<file path="src/rtl/stb_pkg.sv">
package stb_pkg;

  localparam int DEF_NUM_TIMERS = 8;
  localparam int MAX_NUM_TIMERS = 64;

  localparam int CMD_W    = 3;
  localparam int ID_W     = 8;
  localparam int PERIOD_W = 32;
  localparam int RUN_W    = 31;

  localparam logic [RUN_W-1:0] RUN_WRAP = 31'h7FFF_FFFF;

  // APB register map: one register, index taken from paddr[ADDR_W-1:2]
  localparam int ADDR_W = 3;
  localparam logic [ADDR_W-3:0] REG_TICK_ENABLE = '0;

  typedef enum logic [CMD_W-1:0] {
    CMD_TICK    = 3'd0,
    CMD_ONESHOT = 3'd1,
    CMD_AUTO    = 3'd2,
    CMD_STOP    = 3'd3,
    CMD_CHECK   = 3'd4
  } stb_cmd_t;

  typedef enum logic [1:0] {
    ST_IDLE,
    ST_RD,
    ST_WB
  } stb_state_t;

  typedef struct packed {
    logic [PERIOD_W-1:0] remaining;
    logic [PERIOD_W-1:0] reload_value;
    logic                done_flag;
    logic                auto_reload;
  } stb_entry_t;

  // memory access from the sequencer; address travels separately (parameter width)
  typedef struct packed {
    logic       rd_en;
    logic       wr_en;
    stb_entry_t wdata;
  } stb_mem_req_t;

endpackage

</file>
<file path="src/rtl/stb_regs.sv">
module stb_regs
  import stb_pkg::*;
(
  input  logic              clk,
  input  logic              rst,
  input  logic              psel,
  input  logic              penable,
  input  logic              pwrite,
  input  logic [ADDR_W-1:0] paddr,
  input  logic [31:0]       pwdata,
  output logic [31:0]       prdata,
  output logic              pready,
  output logic              tick_enable
);

  logic wr_hit;

  assign pready = 1'b1;
  assign wr_hit = psel && penable && pwrite && (paddr[ADDR_W-1:2] == REG_TICK_ENABLE);

  always_ff @(posedge clk) begin
    if (rst) begin
      tick_enable <= 1'b1;
    end else if (wr_hit) begin
      tick_enable <= pwdata[0];
    end
  end

  always_comb begin
    prdata = '0;
    if (paddr[ADDR_W-1:2] == REG_TICK_ENABLE) begin
      prdata = {31'd0, tick_enable};
    end
  end

endmodule

</file>
<file path="src/rtl/stb_mem.sv">
module stb_mem
  import stb_pkg::*;
#(
  parameter int NUM_TIMERS = DEF_NUM_TIMERS,
  parameter int IDX_W      = 3
) (
  input  logic             clk,
  input  logic             rst,
  input  stb_mem_req_t     req,
  input  logic [IDX_W-1:0] addr,
  output stb_entry_t       rdata
);

  stb_entry_t              mem [NUM_TIMERS];
  logic [NUM_TIMERS-1:0]   vld;
  stb_entry_t              q;
  logic                    q_vld;

  // entries never written since reset read as all zero
  always_ff @(posedge clk) begin
    if (rst) begin
      vld <= '0;
    end else if (req.wr_en) begin
      vld[addr] <= 1'b1;
    end
  end

  always_ff @(posedge clk) begin
    if (req.wr_en) begin
      mem[addr] <= req.wdata;
    end
  end

  always_ff @(posedge clk) begin
    if (req.rd_en) begin
      q     <= mem[addr];
      q_vld <= vld[addr];
    end
  end

  assign rdata = q_vld ? q : '0;

endmodule

</file>
<file path="src/rtl/stb_ctrl.sv">
module stb_ctrl
  import stb_pkg::*;
#(
  parameter int NUM_TIMERS = DEF_NUM_TIMERS,
  parameter int IDX_W      = 3
) (
  input  logic                clk,
  input  logic                rst,
  input  logic                tick_enable,
  input  logic                start,
  input  logic [CMD_W-1:0]    cmd,
  input  logic [ID_W-1:0]     timer_id,
  input  logic [PERIOD_W-1:0] period,
  output logic                busy,
  output logic                done,
  output logic                expired,
  output logic                id_error,
  output logic [RUN_W-1:0]    run_time,
  output stb_mem_req_t        mem_req,
  output logic [IDX_W-1:0]    mem_addr,
  input  stb_entry_t          mem_rdata
);

  localparam logic [IDX_W-1:0] LAST_IDX = IDX_W'(NUM_TIMERS - 1);

  stb_state_t          state, state_next;
  logic [IDX_W-1:0]    idx, idx_next;
  logic [CMD_W-1:0]    cmd_q, cmd_q_next;
  logic [PERIOD_W-1:0] period_q, period_q_next;
  logic [RUN_W-1:0]    run_ms, run_ms_next;
  logic                done_next, expired_next, id_error_next;
  logic                id_bad;
  logic [RUN_W-1:0]    run_inc;
  logic [PERIOD_W-1:0] rem_dec;
  stb_entry_t          ent;

  assign id_bad   = {1'b0, timer_id} >= (ID_W + 1)'(NUM_TIMERS);
  assign run_inc  = run_ms + 1'b1;
  assign rem_dec  = mem_rdata.remaining - 1'b1;
  assign busy     = (state != ST_IDLE);
  assign run_time = run_ms;
  assign mem_addr = idx;

  always_ff @(posedge clk) begin
    if (rst) begin
      state    <= ST_IDLE;
      idx      <= '0;
      run_ms   <= '0;
      done     <= 1'b0;
      expired  <= 1'b0;
      id_error <= 1'b0;
    end else begin
      state    <= state_next;
      idx      <= idx_next;
      run_ms   <= run_ms_next;
      done     <= done_next;
      expired  <= expired_next;
      id_error <= id_error_next;
    end
  end

  always_ff @(posedge clk) begin
    cmd_q    <= cmd_q_next;
    period_q <= period_q_next;
  end

  always_comb begin
    state_next    = state;
    idx_next      = idx;
    cmd_q_next    = cmd_q;
    period_q_next = period_q;
    run_ms_next   = run_ms;
    done_next     = 1'b0;
    expired_next  = expired;
    id_error_next = id_error;
    mem_req       = '0;
    ent           = mem_rdata;

    unique case (state)
      ST_IDLE: begin
        if (start) begin
          cmd_q_next    = cmd;
          period_q_next = period;
          expired_next  = 1'b0;
          id_error_next = 1'b0;
          case (cmd) inside
            CMD_TICK: begin
              if (tick_enable) begin
                idx_next   = '0;
                state_next = ST_RD;
              end else begin
                done_next = 1'b1;
              end
            end
            CMD_ONESHOT, CMD_AUTO, CMD_STOP, CMD_CHECK: begin
              if (id_bad) begin
                id_error_next = 1'b1;
                done_next     = 1'b1;
              end else begin
                idx_next   = timer_id[IDX_W-1:0];
                state_next = ST_RD;
              end
            end
            default: begin
              done_next = 1'b1;
            end
          endcase
        end
      end

      ST_RD: begin
        mem_req.rd_en = 1'b1;
        state_next    = ST_WB;
      end

      ST_WB: begin
        case (cmd_q) inside
          CMD_TICK: begin
            if (mem_rdata.remaining != '0) begin
              ent.remaining = rem_dec;
              if (rem_dec == '0) begin
                ent.done_flag = 1'b1;
                if (mem_rdata.auto_reload) begin
                  ent.remaining = mem_rdata.reload_value;
                end
              end
            end
          end
          CMD_ONESHOT, CMD_AUTO: begin
            ent.remaining    = period_q;
            ent.reload_value = period_q;
            ent.done_flag    = 1'b0;
            ent.auto_reload  = (cmd_q == CMD_AUTO);
          end
          CMD_STOP: begin
            ent.remaining   = '0;
            ent.done_flag   = 1'b0;
            ent.auto_reload = 1'b0;
          end
          CMD_CHECK: begin
            ent.done_flag = 1'b0;
            expired_next  = mem_rdata.done_flag;
          end
          default: begin
          end
        endcase
        mem_req.wr_en = 1'b1;
        mem_req.wdata = ent;

        if (cmd_q == CMD_TICK && idx != LAST_IDX) begin
          idx_next   = idx + 1'b1;
          state_next = ST_RD;
        end else begin
          if (cmd_q == CMD_TICK) begin
            run_ms_next = (run_inc == RUN_WRAP) ? '0 : run_inc;
          end
          done_next  = 1'b1;
          state_next = ST_IDLE;
        end
      end

      default: begin
        state_next = ST_IDLE;
      end
    endcase
  end

endmodule

</file>
<file path="src/rtl/soft_timer_bank.sv">
// Bank of NUM_TIMERS down-counting timers with a 31-bit run-time counter. A request is
// taken when start is high and busy is low. Its single result is marked by done for exactly
// one cycle and must be captured then (no backpressure). That cycle is the one right after
// the last busy cycle, or the one right after the accepting edge when busy stays low. Timer
// state sits in one synchronous RAM that is read, updated and written back one entry at a
// time, in a read state and then a write-back state. A tick request walks every timer in
// turn, a start, stop or check on a valid timer touches only that timer, and a disabled
// tick, a bad timer_id or an unknown cmd finishes without raising busy. run_time shows the
// count after the request. tick_enable sits at APB byte address 0 and resets to 1.
module soft_timer_bank
  import stb_pkg::*;
#(
  parameter int NUM_TIMERS = DEF_NUM_TIMERS
) (
  input  logic                clk,
  input  logic                rst,
  input  logic                start,
  output logic                busy,
  input  logic [CMD_W-1:0]    cmd,
  input  logic [ID_W-1:0]     timer_id,
  input  logic [PERIOD_W-1:0] period,
  output logic                done,
  output logic                expired,
  output logic                id_error,
  output logic [RUN_W-1:0]    run_time,
  input  logic                psel,
  input  logic                penable,
  input  logic                pwrite,
  input  logic [ADDR_W-1:0]   paddr,
  input  logic [31:0]         pwdata,
  output logic [31:0]         prdata,
  output logic                pready
);

  localparam int IDX_W = (NUM_TIMERS > 1) ? $clog2(NUM_TIMERS) : 1;

  logic             tick_enable;
  stb_mem_req_t     mem_req;
  logic [IDX_W-1:0] mem_addr;
  stb_entry_t       mem_rdata;

  stb_regs u_regs (
    .clk         (clk),
    .rst         (rst),
    .psel        (psel),
    .penable     (penable),
    .pwrite      (pwrite),
    .paddr       (paddr),
    .pwdata      (pwdata),
    .prdata      (prdata),
    .pready      (pready),
    .tick_enable (tick_enable)
  );

  stb_mem #(
    .NUM_TIMERS (NUM_TIMERS),
    .IDX_W      (IDX_W)
  ) u_mem (
    .clk   (clk),
    .rst   (rst),
    .req   (mem_req),
    .addr  (mem_addr),
    .rdata (mem_rdata)
  );

  stb_ctrl #(
    .NUM_TIMERS (NUM_TIMERS),
    .IDX_W      (IDX_W)
  ) u_ctrl (
    .clk         (clk),
    .rst         (rst),
    .tick_enable (tick_enable),
    .start       (start),
    .cmd         (cmd),
    .timer_id    (timer_id),
    .period      (period),
    .busy        (busy),
    .done        (done),
    .expired     (expired),
    .id_error    (id_error),
    .run_time    (run_time),
    .mem_req     (mem_req),
    .mem_addr    (mem_addr),
    .mem_rdata   (mem_rdata)
  );

endmodule
</file>
<file path="config.mk">
export PLATFORM = sky130hd
export DESIGN_NAME = soft_timer_bank
export DESIGN_NICKNAME = d
export VERILOG_FILES = /design/src/rtl/stb_pkg.sv /design/src/rtl/stb_regs.sv /design/src/rtl/stb_mem.sv /design/src/rtl/stb_ctrl.sv /design/src/rtl/soft_timer_bank.sv
export SDC_FILE = /design/constraint.sdc
export NUM_CORES = 1
export LEC_CHECK = 0
export BUFFER_PORTS_ARGS = -buffer_cell sky130_fd_sc_hd__buf_2
export CORE_UTILIZATION = 60
export CTS_BUF_LIST = sky130_fd_sc_hd__clkbuf_4 sky130_fd_sc_hd__clkbuf_8
export DETAILED_ROUTE_END_ITERATION = 8
export HOLD_SLACK_MARGIN = 0.05
export PLACE_DENSITY = 0.78
export SLEW_MARGIN = 20
export SYNTH_ARGS = -nofsm -noshare
export SYNTH_HDL_FRONTEND = slang
export SYNTH_SLANG_ARGS = --single-unit
</file>
<file path="constraint.sdc">
create_clock -name clk -period 16.85 [get_ports clk]
set_clock_uncertainty 0.15 [all_clocks]
set_input_delay 1.685 -clock clk [delete_from_list [all_inputs] [get_ports clk]]
set_output_delay 1.685 -clock clk [all_outputs]
set_load 0.02 [all_outputs]
</file>
==> reports/metrics.csv <==
metric,value,unit
status,finished with violations,
failing checks,design-rule violations,
largest net degree at the start of global routing,62,
sequential fraction of the synthesis area,69.55,%
WL final,65.23,mm
num rows,79,
final hold vios,0,
register area,19890,um^2
design area,31660,um^2
post-synthesis cell count,1748,
maximum root-to-sink buffer count,3,
P_leak,9.725,nW
mapped cell area,28580,um^2
Hold Path Class,register to register,
post-route setup TNS,0,ns
wire length per cell after detailed routing,25.55,um
Async SR Flop Fraction,0,%
Peak supply drop,0.06813,mV
Yosys cell types,76,
DRT Pass-1 Iters,8,
CORE AREA,46750,um^2
Die ar.,48520,um^2
Ports,152,
port buffer count,86,
Max Transition Viols Final,0,
quantity of hold-fixing buffers added after cts,0,
Clock transition at path regs,0.06,ns
vias,16643,
endpoints failing setup,0,
gr usage total,27.56,%
clk_lat worst skew,0.70,ns
Post-layout nets,1953,
Worst Path Arrival,5.25,ns
"Data required, critical path",17.07,ns
initial antenna violation count,1,
Syn Area/Cell,16.35,um^2
Fillers,3003,
DR iter-0 viols,1782,
CTS buffer count,103,
DR vias/cell,6.519,
Detail Route Antenna Nets,0,
Post-synth EDFFs,630,
minimum clock period,5.032,ns
max-cap check violation count,0,
largest cells by area after synthesis,"edfxtp_1, mux4_2, dfxtp_1",
"reg-to-reg slack, setup",11.82,ns
# DRC,34,
"Setup Fix Bufs, Post-CTS",0,
DP HPWL,37.35,mm
RSZ-0062 raised after global routing,false,
Synth area leader,edfxtp_1,
YS warnings,0,
first-pass GRT wire length,97.99,mm
worst-margin pin slew,1.098,ns
element type at the critical path start,register,
routability cong.,0.9005,
H-tree levels,3,
Max Clock Freq,0.1987,GHz
Area after DPL,29580,um^2
#FFs+latches synth,678,
Setup CP Type,register to register,
Pwr per Cell Area,103.2,nW/um^2
Die Ht,220.3,um
vias in the first global route,16629,
most used flip-flop cell after synthesis,edfxtp_1,
Slew HR,26.69,%
Layout area overhead,10.76,%
worst-path fanout max,18,
clk sinks,678,
CTS resizes,0,
CTS Root Cell,clkbuf_8,
Die X,220.3,um
share of cells above drive strength 1,28.02,%
Initial Util,61.14,%
total grt overflow,0,
multi-input logic area,8202,um^2
CTS tree,yes,
post-synth top area share,66.19,%
final period utilization,29.86,%
Worst Setup End Kind,register,
## per-stage QoR
step / util, % / power [mW] / setup WS, ns / instances / hold WS [ns]
final: 67.72 / 3.268 / 11.82 / 2553 / 0.3140
after global routing: 67.71 / 3.370 / 11.46 / 2552 / 0.3435
after CTS: 67.63 / 3.287 / 11.71 / 2552 / 0.3159
after detailed placement: 63.28 / 1.975 / 11.73 / 2366 / 0.3070
after global placement: 63.28 / 1.973 / 11.88 / 2366 / 0.2885
after floorplan: - / 1.946 / 8.744 / 1778 / 0.2848
## path summary, 6_finish.rpt
| kind | startpoint | end | cells past startpoint |
|---|---|---|---|
| worst max-delay path | u_mem.q[34]$_DFFE_PN_ | u_mem.mem[1][60]$_DFFE_PP_ | 11 |
| worst min-delay path | u_ctrl.id_error$_SDFFE_PP0P_ | u_ctrl.id_error$_SDFFE_PP0P_ | 2 |
| worst max register to register | u_mem.q[34]$_DFFE_PN_ | u_mem.mem[1][60]$_DFFE_PP_ | 11 |
| worst min register to register | u_ctrl.id_error$_SDFFE_PP0P_ | u_ctrl.id_error$_SDFFE_PP0P_ | 2 |
## power by group
group / internal (mW) / switching (mW) / total, mW
combinational: 0.0361 / 0.0612 / 0.0973
clock: 0.725 / 0.600 / 1.33
sequential: 1.83 / 0.0149 / 1.85
total: 2.59 / 0.676 / 3.27
## routing by layer
layer	up-vias	wire length (um)	global-route usage (%)
met2	959	31960	44.56
met1	8369	25410	37.20
met3	130	6217	6.007
met5	-	12	0
met4	2	1629	10.00
li1	7183	-	-
## critical path, cell delays in order (launching register included)
cell and delay, ns:
edfxtp_1 0.47, nand2_1 0.20, ha_1 0.67, inv_2 0.26, nor4_2 0.54, nand3_1 0.17, a2111oi_1 0.51, nand4_1 0.25
nor4_4 0.21, buf_4 0.32, a211oi_1 0.15, a2111oi_2 0.79
## state kept, by name, summed over array words and instances, names as in the netlist, 2 cells and up
signal           flops
u_mem.vld            8
u_ctrl.period_q     32
u_mem.mem          528
u_mem.q             66
u_ctrl.run_time     31
u_ctrl.mem_addr      3
u_ctrl.cmd_q         3
u_ctrl.state         2
## cell type report
type / count / share of cell area [%]
diodes: 1 / 0.007904
clock buffers: 149 / 5.647
clock inverters: 37 / 0.7785
inverters: 15 / 0.1778
multi-input cells: 942 / 25.90
flip-flops and latches: 678 / 62.82
well taps: 607 / 2.399
repair buffers: 124 / 2.261
## cell usage in the layout (no fill, tap or decap), types with 38 or more instances in the layout
cell type  count
nor3_1        44
nand3_1       70
clkbuf_8     107
a21oi_1       72
clkbuf_4      42
nor2_1        73
nand2_1      127
mux2_2        67
buf_4         38
edfxtp_1     630
buf_2         86
mux4_2       134
dfxtp_1       45
## Yosys cell counts (20+ instances only)
library cell / number
nand3_1: 70
o21ai_0: 27
a211oi_1: 29
buf_4: 34
edfxtp_1: 630
nor2_1: 76
mux4_2: 134
a21oi_1: 72
dfxtp_1: 48
nand4_1: 27
xnor2_1: 20
nand2_1: 128
buf_1: 29
mux2_2: 67
xor2_1: 21
clkbuf_1: 74
nor4_1: 21
nor3_1: 48
## cells by family after synthesis
| kind of cell | share of synthesized area [%] |
|---|---|
| and+or+nand+nor | 7.914 |
| DFF | 69.55 |
| adders and majority gates | 0.2539 |
| xor gates and xnor gates | 1.256 |
| buffers and inverters | 2.548 |
| muxes | 13.34 |
| AOI/OAI and AO/OA | 5.117 |
| other | 0.02627 |
No activity file was read; power rests on OpenSTA's default activity.
